==> config.mk <==
export PLATFORM = sky130hd
export DESIGN_NAME = riff_wave_header_tag_parser_unit
export DESIGN_NICKNAME = d
export VERILOG_FILES = /design/src/rtl/rwhtp_pkg.sv /design/src/rtl/rwhtp_front.sv /design/src/rtl/rwhtp_queue.sv /design/src/rtl/rwhtp_back.sv /design/src/rtl/riff_wave_header_tag_parser_unit.sv
export SDC_FILE = /design/constraint.sdc
export NUM_CORES = 2
export LEC_CHECK = 0
export BUFFER_PORTS_ARGS = -buffer_cell sky130_fd_sc_hd__buf_4
export CORE_MARGIN = 1
export CORE_UTILIZATION = 60
export DETAILED_ROUTE_END_ITERATION = 10
export PLACE_DENSITY = 0.76
export SETUP_SLACK_MARGIN = 0.15
export SYNTH_ARGS = -nofsm -noshare
export SYNTH_HDL_FRONTEND = slang
export SYNTH_SLANG_ARGS = --single-unit
==> constraint.sdc <==
create_clock -name clk -period 15.77 [get_ports clk]
set_clock_uncertainty 0.15 [all_clocks]
set_input_delay 0.7885 -clock clk [delete_from_list [all_inputs] [get_ports clk]]
set_output_delay 0.7885 -clock clk [all_outputs]
set_load 0.02 [all_outputs]
==> src/rtl/rwhtp_pkg.sv <==
// ----------------------------------------------------------------------------
// rwhtp_pkg: shared types and constants
// Result codes, chunk identifiers and the queue entry type for the parser.
// ----------------------------------------------------------------------------
`default_nettype none

package rwhtp_pkg;

    localparam logic [2:0] KIND_TEXT   = 3'd0;
    localparam logic [2:0] KIND_FORMAT = 3'd1;
    localparam logic [2:0] KIND_DONE   = 3'd2;
    localparam logic [2:0] KIND_ERROR  = 3'd3;
    localparam logic [2:0] KIND_EMPTY  = 3'd4;

    localparam logic [2:0] TAG_UNKNOWN = 3'd7;

    localparam logic [31:0] ID_RIFF = 32'h4646_4952;
    localparam logic [31:0] ID_WAVE = 32'h4556_4157;
    localparam logic [31:0] ID_FMT  = 32'h2074_6d66;
    localparam logic [31:0] ID_LIST = 32'h5453_494c;
    localparam logic [31:0] ID_INFO = 32'h4f46_4e49;

    localparam int TAG_COUNT = 7;
    localparam logic [31:0] TAG_IDS [TAG_COUNT] = '{
        32'h5452_4149, 32'h4452_4349, 32'h524e_4749, 32'h4d41_4e49,
        32'h4452_5049, 32'h4b52_5449, 32'h544d_4349
    };

    localparam logic [9:0] MS_PER_S = 10'd1000;
    localparam int QUEUE_DEPTH = 4;
    localparam int DIV_STEPS   = 42;

    typedef struct packed {
        logic [2:0]  kind;
        logic [2:0]  tag_type;
        logic [31:0] chunk_id;
        logic [7:0]  text_byte;
        logic        text_last;
        logic [15:0] channel_count;
        logic [31:0] sample_rate;
        logic [31:0] dividend;
        logic [31:0] divisor;
    } res_t;

    typedef struct packed {
        logic [1:0] count;
        res_t       r0;
        res_t       r1;
    } push_t;

    typedef struct packed {
        logic [2:0] level;
        logic       valid;
    } queue_status_t;

    typedef struct packed {
        logic busy;
    } back_status_t;

endpackage

`default_nettype wire

==> src/rtl/rwhtp_front.sv <==
// ----------------------------------------------------------------------------
// rwhtp_front: byte parser
// Walks the RIFF header and chunks, pushes up to two results per byte.
// ----------------------------------------------------------------------------
`default_nettype none

module rwhtp_front (
    input  wire logic                 clk,
    input  wire logic                 rst_n,
    input  wire logic                 take,
    input  wire logic [7:0]           data_byte,
    input  wire logic                 end_of_stream,
    input  wire logic [12:0]          text_limit,
    output rwhtp_pkg::push_t          push
);

    localparam logic [2:0] PH_HEADER = 3'd0;
    localparam logic [2:0] PH_FORMAT = 3'd1;
    localparam logic [2:0] PH_TEXT   = 3'd2;
    localparam logic [2:0] PH_SKIP   = 3'd3;
    localparam logic [2:0] PH_DONE   = 3'd4;
    localparam logic [2:0] PH_ERROR  = 3'd5;

    logic [2:0]  phase_reg, phase_next;
    logic [63:0] hb_reg, hb_next;
    logic [3:0]  pos_reg, pos_next;
    logic [31:0] outer_reg, outer_next;
    logic [31:0] crem_reg, crem_next;
    logic [1:0]  cnum_reg, cnum_next;
    logic        info_reg, info_next;
    logic [2:0]  tag_reg, tag_next;
    logic        bad_reg, bad_next;
    logic [47:0] fmt_reg, fmt_next;

    always_comb
    begin
        logic        v0;
        logic        fin;
        logic        fin_err;
        logic        ce;
        logic [31:0] id;
        logic [31:0] size;
        logic [31:0] o;
        logic [31:0] lim;
        logic [3:0]  p;
        rwhtp_pkg::res_t prim;
        rwhtp_pkg::res_t fres;

        phase_next = phase_reg;
        hb_next    = hb_reg;
        pos_next   = pos_reg;
        outer_next = outer_reg;
        crem_next  = crem_reg;
        cnum_next  = cnum_reg;
        info_next  = info_reg;
        tag_next   = tag_reg;
        bad_next   = bad_reg;
        fmt_next   = fmt_reg;
        v0 = 1'b0;
        fin = 1'b0;
        fin_err = 1'b0;
        ce = 1'b0;
        prim = '0;
        fres = '0;
        id = '0;
        size = '0;
        o = '0;
        p = pos_reg;
        lim = {19'd0, text_limit} - 32'd5;

        if (phase_reg == PH_DONE || phase_reg == PH_ERROR)
        begin
            v0 = 1'b0;
        end
        else if (end_of_stream)
        begin
            fin = 1'b1;
            fin_err = 1'b1;
        end
        else
        begin
            case (phase_reg)
                PH_HEADER:
                begin
                    hb_next  = {data_byte, hb_reg[63:8]};
                    pos_next = pos_reg + 4'd1;
                    id   = hb_next[31:0];
                    size = hb_next[63:32];
                    if (cnum_reg == 2'd0)
                    begin
                        if (pos_next == 4'd4 && size != rwhtp_pkg::ID_RIFF)
                            bad_next = 1'b1;
                        if (pos_next == 4'd12)
                        begin
                            if (bad_reg || size != rwhtp_pkg::ID_WAVE || id < 32'd4)
                            begin
                                fin = 1'b1;
                                fin_err = 1'b1;
                            end
                            else
                            begin
                                bad_next   = 1'b0;
                                outer_next = id - 32'd4;
                                cnum_next  = 2'd1;
                                crem_next  = '0;
                                ce = 1'b1;
                            end
                        end
                    end
                    else if (pos_next == 4'd8)
                    begin
                        if (cnum_reg < 2'd2)
                            cnum_next = cnum_reg + 2'd1;
                        if (id == rwhtp_pkg::ID_INFO)
                        begin
                            info_next = 1'b1;
                            pos_next  = 4'd4;
                        end
                        else if (outer_reg <= 32'd8)
                        begin
                            fin = 1'b1;
                        end
                        else
                        begin
                            o = outer_reg - 32'd8;
                            if (o < size)
                                fin = 1'b1;
                            else
                            begin
                                outer_next = o - size;
                                if (cnum_reg == 2'd1)
                                begin
                                    if (id != rwhtp_pkg::ID_FMT || size < 32'd16)
                                    begin
                                        fin = 1'b1;
                                        fin_err = 1'b1;
                                    end
                                    else
                                    begin
                                        crem_next  = size - 32'd16;
                                        fmt_next   = '0;
                                        hb_next    = '0;
                                        pos_next   = '0;
                                        phase_next = PH_FORMAT;
                                    end
                                end
                                else if (id == rwhtp_pkg::ID_LIST)
                                begin
                                    if (size < 32'd4)
                                    begin
                                        fin = 1'b1;
                                        fin_err = 1'b1;
                                    end
                                    else
                                    begin
                                        outer_next = size - 32'd4;
                                        crem_next  = '0;
                                        ce = 1'b1;
                                    end
                                end
                                else if (info_reg && text_limit > 13'd5 && size < lim)
                                begin
                                    tag_next = rwhtp_pkg::TAG_UNKNOWN;
                                    for (int k = rwhtp_pkg::TAG_COUNT - 1; k >= 0; k--)
                                        if (rwhtp_pkg::TAG_IDS[k] == id)
                                            tag_next = 3'(k);
                                    crem_next = size;
                                    if (size == 32'd0)
                                    begin
                                        v0 = 1'b1;
                                        prim.kind = rwhtp_pkg::KIND_EMPTY;
                                        prim.tag_type = tag_next;
                                        prim.chunk_id =
                                            (tag_next == rwhtp_pkg::TAG_UNKNOWN) ? id : '0;
                                        ce = 1'b1;
                                    end
                                    else
                                        phase_next = PH_TEXT;
                                end
                                else
                                begin
                                    crem_next = size;
                                    ce = 1'b1;
                                end
                            end
                        end
                    end
                end
                PH_FORMAT:
                begin
                    if (p >= 4'd2 && p <= 4'd7)
                        fmt_next[8*(p-4'd2) +: 8] = data_byte;
                    else if (p >= 4'd8 && p <= 4'd11)
                        hb_next[8*(p-4'd8) +: 8] = hb_reg[8*(p-4'd8) +: 8] | data_byte;
                    pos_next = p + 4'd1;
                    if (p == 4'd15)
                    begin
                        if (fmt_next[15:0] == '0 || fmt_next[47:16] == '0
                            || hb_next[31:0] == '0)
                        begin
                            fin = 1'b1;
                            fin_err = 1'b1;
                        end
                        else
                        begin
                            v0 = 1'b1;
                            prim.kind = rwhtp_pkg::KIND_FORMAT;
                            prim.channel_count = fmt_next[15:0];
                            prim.sample_rate = fmt_next[47:16];
                            prim.dividend = outer_reg;
                            prim.divisor = hb_next[31:0];
                            ce = 1'b1;
                        end
                    end
                end
                PH_TEXT:
                begin
                    crem_next = crem_reg - 32'd1;
                    v0 = 1'b1;
                    prim.kind = rwhtp_pkg::KIND_TEXT;
                    prim.tag_type = tag_reg;
                    prim.chunk_id = (tag_reg == rwhtp_pkg::TAG_UNKNOWN) ? hb_reg[31:0] : '0;
                    prim.text_byte = data_byte;
                    prim.text_last = (crem_next == '0);
                    if (crem_next == '0)
                        ce = 1'b1;
                end
                default:
                begin
                    crem_next = crem_reg - 32'd1;
                    if (crem_next == '0)
                    begin
                        phase_next = PH_HEADER;
                        pos_next = '0;
                    end
                end
            endcase
        end

        // end of a chunk: finish, next header or skip
        if (ce)
        begin
            if (outer_next == '0)
                fin = 1'b1;
            else if (crem_next == '0)
            begin
                phase_next = PH_HEADER;
                pos_next = '0;
            end
            else
                phase_next = PH_SKIP;
        end

        if (fin)
        begin
            phase_next = fin_err ? PH_ERROR : PH_DONE;
            fres.kind = fin_err ? rwhtp_pkg::KIND_ERROR : rwhtp_pkg::KIND_DONE;
        end

        push.count = take ? (2'(v0) + 2'(fin)) : 2'd0;
        push.r0 = v0 ? prim : fres;
        push.r1 = fres;
    end

    always_ff @(posedge clk or negedge rst_n)
    begin
        if (!rst_n)
        begin
            phase_reg <= PH_HEADER;
            hb_reg    <= '0;
            pos_reg   <= '0;
            outer_reg <= 32'd1;
            crem_reg  <= '0;
            cnum_reg  <= '0;
            info_reg  <= 1'b0;
            tag_reg   <= '0;
            bad_reg   <= 1'b0;
            fmt_reg   <= '0;
        end
        else if (take)
        begin
            phase_reg <= phase_next;
            hb_reg    <= hb_next;
            pos_reg   <= pos_next;
            outer_reg <= outer_next;
            crem_reg  <= crem_next;
            cnum_reg  <= cnum_next;
            info_reg  <= info_next;
            tag_reg   <= tag_next;
            bad_reg   <= bad_next;
            fmt_reg   <= fmt_next;
        end
    end

endmodule

`default_nettype wire

==> src/rtl/rwhtp_queue.sv <==
// ----------------------------------------------------------------------------
// rwhtp_queue: result queue
// Takes up to two results per cycle, hands out one.
// ----------------------------------------------------------------------------
`default_nettype none

module rwhtp_queue (
    input  wire logic                    clk,
    input  wire logic                    rst_n,
    input  wire rwhtp_pkg::push_t        push,
    input  wire logic                    pop,
    output rwhtp_pkg::res_t              head,
    output rwhtp_pkg::queue_status_t     status
);

    localparam int PW = $clog2(rwhtp_pkg::QUEUE_DEPTH);

    rwhtp_pkg::res_t mem [rwhtp_pkg::QUEUE_DEPTH];
    logic [PW-1:0] wp_reg, rp_reg;
    logic [PW:0]   level_reg;
    logic [PW-1:0] wp1;

    assign wp1 = wp_reg + PW'(1);
    assign head = mem[rp_reg];
    assign status.level = 3'(level_reg);
    assign status.valid = (level_reg != '0);

    always_ff @(posedge clk)
    begin
        if (push.count != 2'd0)
            mem[wp_reg] <= push.r0;
        if (push.count == 2'd2)
            mem[wp1] <= push.r1;
    end

    always_ff @(posedge clk or negedge rst_n)
    begin
        if (!rst_n)
        begin
            wp_reg    <= '0;
            rp_reg    <= '0;
            level_reg <= '0;
        end
        else
        begin
            wp_reg    <= wp_reg + PW'(push.count);
            rp_reg    <= rp_reg + PW'(pop);
            level_reg <= level_reg + (PW+1)'(push.count) - (PW+1)'(pop);
        end
    end

endmodule

`default_nettype wire

==> src/rtl/rwhtp_back.sv <==
// ----------------------------------------------------------------------------
// rwhtp_back: result output stage
// Drains the queue, works out the duration by restoring division.
// ----------------------------------------------------------------------------
`default_nettype none

module rwhtp_back (
    input  wire logic                    clk,
    input  wire logic                    rst_n,
    input  wire rwhtp_pkg::res_t         head,
    input  wire logic                    head_valid,
    output logic                         pop,
    output logic                         out_valid,
    input  wire logic                    out_ready,
    output rwhtp_pkg::res_t              res,
    output logic [31:0]                  duration_ms,
    output rwhtp_pkg::back_status_t      status
);

    localparam logic [1:0] ST_IDLE = 2'd0;
    localparam logic [1:0] ST_MUL  = 2'd1;
    localparam logic [1:0] ST_DIV  = 2'd2;
    localparam int QW = rwhtp_pkg::DIV_STEPS;

    logic [1:0]    state_reg;
    logic          valid_reg;
    logic [5:0]    step_reg;
    logic [31:0]   rem_reg;
    logic [QW-1:0] quo_reg;
    logic [31:0]   dur_reg;
    rwhtp_pkg::res_t res_reg;

    logic [32:0]   trial;
    logic          ge;
    logic          free;

    assign free  = !valid_reg || out_ready;
    assign pop   = head_valid && (state_reg == ST_IDLE) && free;
    assign trial = {rem_reg, quo_reg[QW-1]};
    assign ge    = trial >= {1'b0, res_reg.divisor};

    assign out_valid   = valid_reg;
    assign res         = res_reg;
    assign duration_ms = dur_reg;
    assign status.busy = (state_reg != ST_IDLE);

    always_ff @(posedge clk)
    begin
        case (state_reg)
            ST_IDLE:
            begin
                if (pop)
                begin
                    res_reg <= head;
                    dur_reg <= '0;
                end
            end
            ST_MUL:
            begin
                rem_reg <= '0;
                quo_reg <= QW'(res_reg.dividend) * QW'(rwhtp_pkg::MS_PER_S);
            end
            ST_DIV:
            begin
                rem_reg <= ge ? 32'(trial - {1'b0, res_reg.divisor}) : trial[31:0];
                quo_reg <= {quo_reg[QW-2:0], ge};
                if (step_reg == 6'(QW - 1))
                    dur_reg <= (quo_reg[QW-2:31] != '0) ? '1 : {quo_reg[30:0], ge};
            end
            default:
            begin
                rem_reg <= rem_reg;
            end
        endcase
    end

    always_ff @(posedge clk or negedge rst_n)
    begin
        if (!rst_n)
        begin
            state_reg <= ST_IDLE;
            valid_reg <= 1'b0;
            step_reg  <= '0;
        end
        else
        begin
            case (state_reg)
                ST_IDLE:
                begin
                    if (pop)
                    begin
                        if (head.kind == rwhtp_pkg::KIND_FORMAT)
                        begin
                            state_reg <= ST_MUL;
                            valid_reg <= 1'b0;
                        end
                        else
                            valid_reg <= 1'b1;
                    end
                    else if (out_ready)
                        valid_reg <= 1'b0;
                end
                ST_MUL:
                begin
                    step_reg  <= '0;
                    state_reg <= ST_DIV;
                end
                ST_DIV:
                begin
                    step_reg <= step_reg + 6'd1;
                    if (step_reg == 6'(QW - 1))
                    begin
                        state_reg <= ST_IDLE;
                        valid_reg <= 1'b1;
                    end
                end
                default:
                    state_reg <= ST_IDLE;
            endcase
        end
    end

endmodule

`default_nettype wire

==> src/rtl/riff_wave_header_tag_parser_unit.sv <==
// ----------------------------------------------------------------------------
// riff_wave_header_tag_parser_unit: RIFF/WAVE header and INFO tag parser
// Byte stream in, format, tag text and status results out.
// ----------------------------------------------------------------------------
// Input channel: in_valid/in_ready with data_byte and end_of_stream, one
// byte of the file per transfer. Output channel: out_valid/out_ready with
// kind, tag_type, chunk_id, text_byte, text_last, channel_count,
// sample_rate and duration_ms; one transfer per result.
// The front parser takes one byte per cycle while the result queue (four
// entries) has room for two results; a byte may give up to two results.
// A result passes through the result queue to the output register.
// The format result waits for the duration divider: a multiply step
// and 42 restoring steps between its pop and the output register;
// bytes keep flowing meanwhile until the queue fills. Output rate is at
// most one result per cycle, set by the single output register.
// A stalled receiver holds the output register, the queue fills and then
// in_ready drops. After done or error bytes are still taken and dropped.
// Reset empties the queue and returns the parser to the RIFF header;
// text_limit returns to 256. text_limit is written over the APB port.
// ----------------------------------------------------------------------------
`default_nettype none

module riff_wave_header_tag_parser_unit (
    input  wire logic        clk,
    input  wire logic        rst_n,
    input  wire logic        in_valid,
    output logic             in_ready,
    input  wire logic [7:0]  data_byte,
    input  wire logic        end_of_stream,
    output logic             out_valid,
    input  wire logic        out_ready,
    output logic [2:0]       kind,
    output logic [2:0]       tag_type,
    output logic [31:0]      chunk_id,
    output logic [7:0]       text_byte,
    output logic             text_last,
    output logic [15:0]      channel_count,
    output logic [31:0]      sample_rate,
    output logic [31:0]      duration_ms,
    input  wire logic        psel,
    input  wire logic        penable,
    input  wire logic        pwrite,
    input  wire logic [2:0]  paddr,
    input  wire logic [31:0] pwdata,
    output logic [31:0]      prdata,
    output logic             pready
);

    logic [12:0] text_limit_reg;
    logic        take;
    logic        pop;

    rwhtp_pkg::push_t          push;
    rwhtp_pkg::res_t           head;
    rwhtp_pkg::res_t           res;
    rwhtp_pkg::queue_status_t  q_status;
    rwhtp_pkg::back_status_t   b_status;

    // config register: only register 0 exists, upper word ignored
    assign pready = 1'b1;
    assign prdata = (paddr[2] == 1'b0) ? {19'd0, text_limit_reg} : '0;

    always_ff @(posedge clk or negedge rst_n)
    begin
        if (!rst_n)
            text_limit_reg <= 13'd256;
        else if (psel && penable && pwrite && paddr[2] == 1'b0)
            text_limit_reg <= pwdata[12:0];
    end

    // room for the worst case of two results per byte
    assign in_ready = (q_status.level <= 3'(rwhtp_pkg::QUEUE_DEPTH - 2));
    assign take     = in_valid && in_ready;

    rwhtp_front u_front (
        .clk           (clk),
        .rst_n         (rst_n),
        .take          (take),
        .data_byte     (data_byte),
        .end_of_stream (end_of_stream),
        .text_limit    (text_limit_reg),
        .push          (push)
    );

    rwhtp_queue u_queue (
        .clk    (clk),
        .rst_n  (rst_n),
        .push   (push),
        .pop    (pop),
        .head   (head),
        .status (q_status)
    );

    rwhtp_back u_back (
        .clk         (clk),
        .rst_n       (rst_n),
        .head        (head),
        .head_valid  (q_status.valid),
        .pop         (pop),
        .out_valid   (out_valid),
        .out_ready   (out_ready),
        .res         (res),
        .duration_ms (duration_ms),
        .status      (b_status)
    );

    assign kind          = res.kind;
    assign tag_type      = res.tag_type;
    assign chunk_id      = res.chunk_id;
    assign text_byte     = res.text_byte;
    assign text_last     = res.text_last;
    assign channel_count = res.channel_count;
    assign sample_rate   = res.sample_rate;

`ifndef SYNTH
    // queue never overfills
    a_queue_bound: assert property (@(posedge clk) disable iff (!rst_n)
        q_status.level <= 3'(rwhtp_pkg::QUEUE_DEPTH))
        else $error("result queue overflow");

    // no result is presented while the divider runs
    a_busy_quiet: assert property (@(posedge clk) disable iff (!rst_n)
        b_status.busy |-> !out_valid)
        else $error("output valid during division");

    // a pop only happens when the queue holds an entry
    a_pop_nonempty: assert property (@(posedge clk) disable iff (!rst_n)
        pop |-> q_status.valid)
        else $error("pop from empty queue");
`endif

endmodule

`default_nettype wire
; ---- After elaboration in Yosys (flattened, before gate mapping)
; Memories as Yosys holds them, arrays and structs flattened.
; Index checks and enable logic that the tools add are counted.
[word_totals]
reg_bits = 484
ram_bits = 636
input_bits = 51
out_inout_bits = 162
wordCells = 389
mem_count = 1
[mem_list]
columns = memory, depth, width, read_ports, rd_clocked_by_memory_dff, write_ports, line
row1 = u_queue.mem, 4, 159, 1, 0, 2, rwhtp_queue.sv:18  ; rwhtp_pkg::res_t mem [rwhtp_pkg::QUEUE_DEPTH];
[classes]
n_addsub = 21
multipliers = 1
order_cmp = 14
eq_ne = 43
n_shift = 5
muxes = 215
n_bitwise = 10
n_reduce_logical = 49
[ops]
columns = cell, count
row1 = $mux W32, 32
row2 = $mux W64, 12
row3 = $mux W48, 11
row4 = $mux W159, 3
row5 = $mux W38, 9
row6 = $mux W112, 3
row7 = $eq A31 B32 Y1 const A, 7
row8 = $logic_not A32 Y1, 6
row9 = $pmux W32 S2, 3
row10 = $pmux W64 S2, 1
row11 = $mux W3, 32
row12 = $pmux W48 S2, 1
row13 = $pmux W42 S2, 1
row14 = $pmux W35 S2, 1
row15 = $neg A32 Y34, 2
row16 = $mux W1, 67
row17 = $bwmux W64, 1
row18 = $eq A32 B31 Y1 const B, 2
row19 = $lt A32 B3 Y1 const B, 2
row20 = $lt A32 B32 Y1, 2
row21 = $ne A32 B31 Y1 const B, 2
row22 = $shift A8 B34 Y64 const A, 1
row23 = $shiftx A64 B33 Y8, 1
row24 = $shiftx A8 B34 Y64, 1
row25 = other kinds (75), 155

; ---- Depth between registers and ports, before layout
[depth]
depth_word = 34
depth_mapped = 34
depth_no_buf = 30

; ---- Modules after synthesis
; Synthesis repeated with hierarchy kept, for this count alone.
[unflattened]
cells_unflattened = 6397
hier_area_um2 = 71876.4
[by_module_without_submodules]
columns = mod, n_inst, cells_each, area_per_inst_um2, seq_area_each_um2
row1 = rwhtp_queue, 1, 1576, 30887.1, 19273.5
row2 = rwhtp_front, 1, 3310, 23109.7, 4755.8
row3 = rwhtp_back, 1, 1445, 17076.4, 8182.8
row4 = riff_wave_header_tag_parser_unit, 1, 66, 803.3, 326.6

; ---- Worst setup path before layout
; OpenSTA, ideal clock, no wires.
[synth_timing]
kind = input to register
startpoint = in out_ready
endpoint = reg u_back.res_reg, in the netlist u_back.res[0] (enable)
setup_ps = 873
arrival_time_ps = 11539
t_required_ps = 14747
path_slack_ps = 3207
stages = 2
path_buffers = 0
path_cell_list = nor2b_1 nor3_1
[synth_via]
elab_chain_len = 3
[synth_rtl]
columns = element, line
row1 = from (decl), riff_wave_header_tag_parser_unit.sv:31  ; input wire logic out_ready,
row2 = $logic_or A1 B1 Y1, rwhtp_back.sv:37  ; assign free = !valid_reg || out_ready;
row3 = $logic_and A1 B1 Y1, rwhtp_back.sv:38  ; assign pop = head_valid && (state_reg == ST_IDLE) && free;
row4 = $reduce_and A2 Y1 (no source line), -
row5 = to (signal assigned), rwhtp_back.sv:54  ; res_reg <= head;
row6 = to (decl), rwhtp_back.sv:31  ; rwhtp_pkg::res_t res_reg;
; Every way passes these cells.
; A chain may end at the register's enable or synchronous reset.

==> results.sh <==
export IMPL_status="complete, no violations"
export IMPL_power_density_mw_per_mm2=272.5
export IMPL_rsz0062_at_grt="false"
export IMPL_cts_sinks=1120
export IMPL_numPortBuffers=171
export IMPL_cp_end_kind="flop"
export IMPL_final_cells=7692
export IMPL_gp_congestion=1.056
export IMPL_fin_nets=6615
export IMPL_clkPwrFrac=0.145
export IMPL_largest_reg_flops=636
export IMPL_synthFlopType="dfxtp_1"
export IMPL_p_seq_frac=0.246
export IMPL_synthDistinctLibCells=107
export IMPL_core_area_sq_mm=0.1035
export IMPL_htreeDepth=3
export IMPL_slew_violations=0
export IMPL_period_minus_slack_ps=10400
export IMPL_hp_class="in2reg"
export IMPL_track_usage=0.3784
export IMPL_p_sw_mw=8.231
export IMPL_rows=118
export IMPL_cp_required_ps=16230
export IMPL_area_growth_pct=8.432
export IMPL_drt_iter0_markers=6719
export IMPL_cts_inserted_buffers=110
export IMPL_reg2regPathDepth=24
export IMPL_final_util=0.6553
export IMPL_syn_inst=6367
export IMPL_post_route_period_util=0.6594
export IMPL_power_frac_comb=0.609
export IMPL_critPathKind="reg2reg"
export IMPL_antenna_found_initial=5
export IMPL_startpoint="u_front.pos_reg[3]"
export IMPL_ant_nets=0
export IMPL_grt_overflow_total=0
export IMPL_hpwlAfterDp_mm=140.8
export IMPL_tightest_slew_ps=1321
export IMPL_cp_max_fo=69
export IMPL_grt_max_degree=160
export IMPL_crit_path_end="u_queue.mem[1][35]"
export IMPL_cp_data_arrival_time_ps=10860
export IMPL_start_util=0.6043
export IMPL_switching_share=0.4454
export IMPL_drc_errors=0
export IMPL_r2r_slack_ps=5370
export IMPL_grt_pass1_vias=50295
export IMPL_setup_tns_ps=0
export IMPL_avgSynthCellArea_sq_um=9.824
export IMPL_clk_pin_slew_ps=60
export IMPL_ir_worst_vdd_mv=0.5310
export IMPL_wl_mm=204.1
export IMPL_max_clock_freq_mhz=96.16
export IMPL_hold_viol_final=0
export IMPL_cap_violations=0
export IMPL_finalSetupViolations=0
export IMPL_die_y_um=324.9
export IMPL_clockBufferDepth=3
export IMPL_syn_area_sq_mm=0.06255
export IMPL_die_w_um=324.9
export IMPL_dp_cells=7481
export IMPL_routedWlPerCell_um=26.53
export IMPL_r2r_end="u_queue.mem[1][35]"
export IMPL_yosysWarningCount=0
export IMPL_synth_seq_area_share=0.4197
export IMPL_postSynth_asyncResetShare=0.1955
export IMPL_p_int_mw=10.25
export IMPL_rr_startpoint="u_front.pos_reg[3]"
export IMPL_cts_root_buffer="clkbuf_16"
export IMPL_post_route_cells_drive_above_1_share=0.1219
export IMPL_leakage_nw=26.48
export IMPL_slew_headroom=0.1080
export IMPL_io_pins=213
export IMPL_fill_cells=8118
export IMPL_drt_vias_per_instance=6.814
export IMPL_clk_latency_ps=750
export IMPL_dieArea_sq_mm=0.1055
export IMPL_synth_edf_count=273
export IMPL_cts_tree="yes"
export IMPL_cp_start_kind="flop"
export IMPL_grt_pass1_wl_mm=309.9
export IMPL_ys_seq_elements=1120
export IMPL_drt_first_pass_iters=6
export IMPL_vias=52411
timing repair:
item	in CTS	in global routing
hold buffers	1	0
hold endpoints to repair	78	0
resized for setup	0	0
buffers inserted	0	0
layout make-up:
cell class	count	area, sq um	area share
diodes	2	5.005	0.00007379
flip-flops and latches	1120	26260	0.3872
repair buffers	292	2240	0.03302
clock inverters	53	549.3	0.008099
clock buffers	155	3143	0.04634
multi-input cells	4521	33260	0.4905
inverters	169	634.4	0.009353
well taps	1380	1727	0.02546
worst min-delay path by stage:
| stage | start | end | slack, ps | cells past startpoint |
|---|---|---|---|---|
| 4_1_cts | pwdata[5] | text_limit_reg[5] | 100 | 2 |
| 6_report | pwdata[5] | text_limit_reg[5] | 130 | 2 |
| 3_5_place_dp | u_queue.mem[2][28] | u_queue.mem[2][28] | 290 | 2 |
| 5_1_grt | pwdata[4] | text_limit_reg[4] | 120 | 2 |
| 2_1_floorplan | u_queue.mem[2][100] | u_queue.mem[2][100] | 270 | 2 |
| 3_3_place_gp | u_queue.mem[1][27] | u_queue.mem[1][27] | 280 | 2 |
worst max-delay path, cell delays in order (launching register included):
cell and delay [ps]:
dfrtp_1 700, nor2b_1 600, nand2_1 260, inv_1 160
ha_1 380, nor4_1 320, nand4_1 420, a2111oi_4 1030
mux2i_1 540, nand4bb_1 180, or4_1 480, nor4_1 1010
a211o_2 280, or3_1 160, o21ai_2 70, a31o_1 190
a41o_1 320, ha_1 360, nor2_1 70, a21oi_1 480
nor2_2 130, nor2_4 780, buf_4 810, nand2_1 150
o21ai_0 120
metal layers:
metal	global-route usage	routed length, um	vias to the layer above
li1	-	-	23052
met1	0.5073	81190	25612
met2	0.5804	91410	3005
met3	0.07433	19000	734
met4	0.2040	12420	8
met5	0	59	-
layout by cell type, fill, tap and decap left out, types with 49 or more instances in the layout:
| master | n |
|---|---|
| a21o_1 | 58 |
| buf_4 | 287 |
| nand4_1 | 68 |
| a31oi_1 | 49 |
| a22o_1 | 399 |
| nand2_1 | 755 |
| clkbuf_16 | 113 |
| ha_1 | 227 |
| nor3_1 | 132 |
| dfxtp_1 | 628 |
| o21ai_0 | 577 |
| edfxtp_1 | 273 |
| nor2_1 | 374 |
| xnor2_1 | 105 |
| mux2i_1 | 99 |
| dfrtp_1 | 215 |
| mux4_2 | 167 |
| inv_1 | 165 |
| a21oi_1 | 267 |
| nor4_1 | 67 |
| nand3_1 | 131 |
| fa_1 | 121 |
| xor2_1 | 79 |
power groups by stage:
stage	clock, mW	sequential [mW]	combinational, mW
final	2.67	4.55	11.3
after global routing	2.81	4.60	12.5
after CTS	2.69	4.52	11.2
after detailed placement	0	4.58	11.1
after global placement	0	4.56	10.7
after floorplan	0	4.40	8.75
synthesized netlist by cell type, drive strengths merged (29+ instances only):
cell,n,area (sq um)
clkbuf,362,1359
a221oi,39,347.8
nand2,755,2834
fa,121,2422
ha,229,2865
o21a,37,277.8
o31ai,36,270.3
dfxtp,628,12570
or4,33,251.5
dfrtp,217,5430
a211oi,41,312.8
nor2,397,1508
a21oi,268,1341
nor4,73,511.7
or3,40,250.2
nor3,141,730.7
mux2,38,427.9
nand4,68,425.4
edfxtp,273,8198
xnor2,105,919.6
mux2i,99,991.0
and2,30,187.7
and3,31,193.9
a22oi,29,217.7
xor2,79,691.9
a22o,399,3495
o21ai,588,2947
a31oi,51,319.1
nor2b,47,294.0
o211ai,36,270.3
nand3,136,685.7
nand2b,36,225.2
a21o,58,435.4
buf,213,1306
mux4,167,3761
inv,166,623.1
stage by stage:
stage               worst slack [ps]  power, mW  area (sq um)  hold slack [ps]
floorplan                       3207      13.15         62620            269.8
global placement                6006      15.30         64110            278.1
detailed placement              5796      15.64         64110            288.4
CTS                             5754      18.39         67820            104.9
global route                    4926      19.88         67820            122.8
finish                          5371      18.48         67820            134.9
cells by family after synthesis:
group	Yosys count	synth area share
compound gates	1782	0.1923
fa+ha+maj	350	0.08454
buf+inv	744	0.05275
other cells	2	0.0001201
mux	304	0.08282
flops	1120	0.4197
xor+xnor	184	0.02577
simple gates	1881	0.1419
Note: power is estimated with default switching activity, not from simulation.
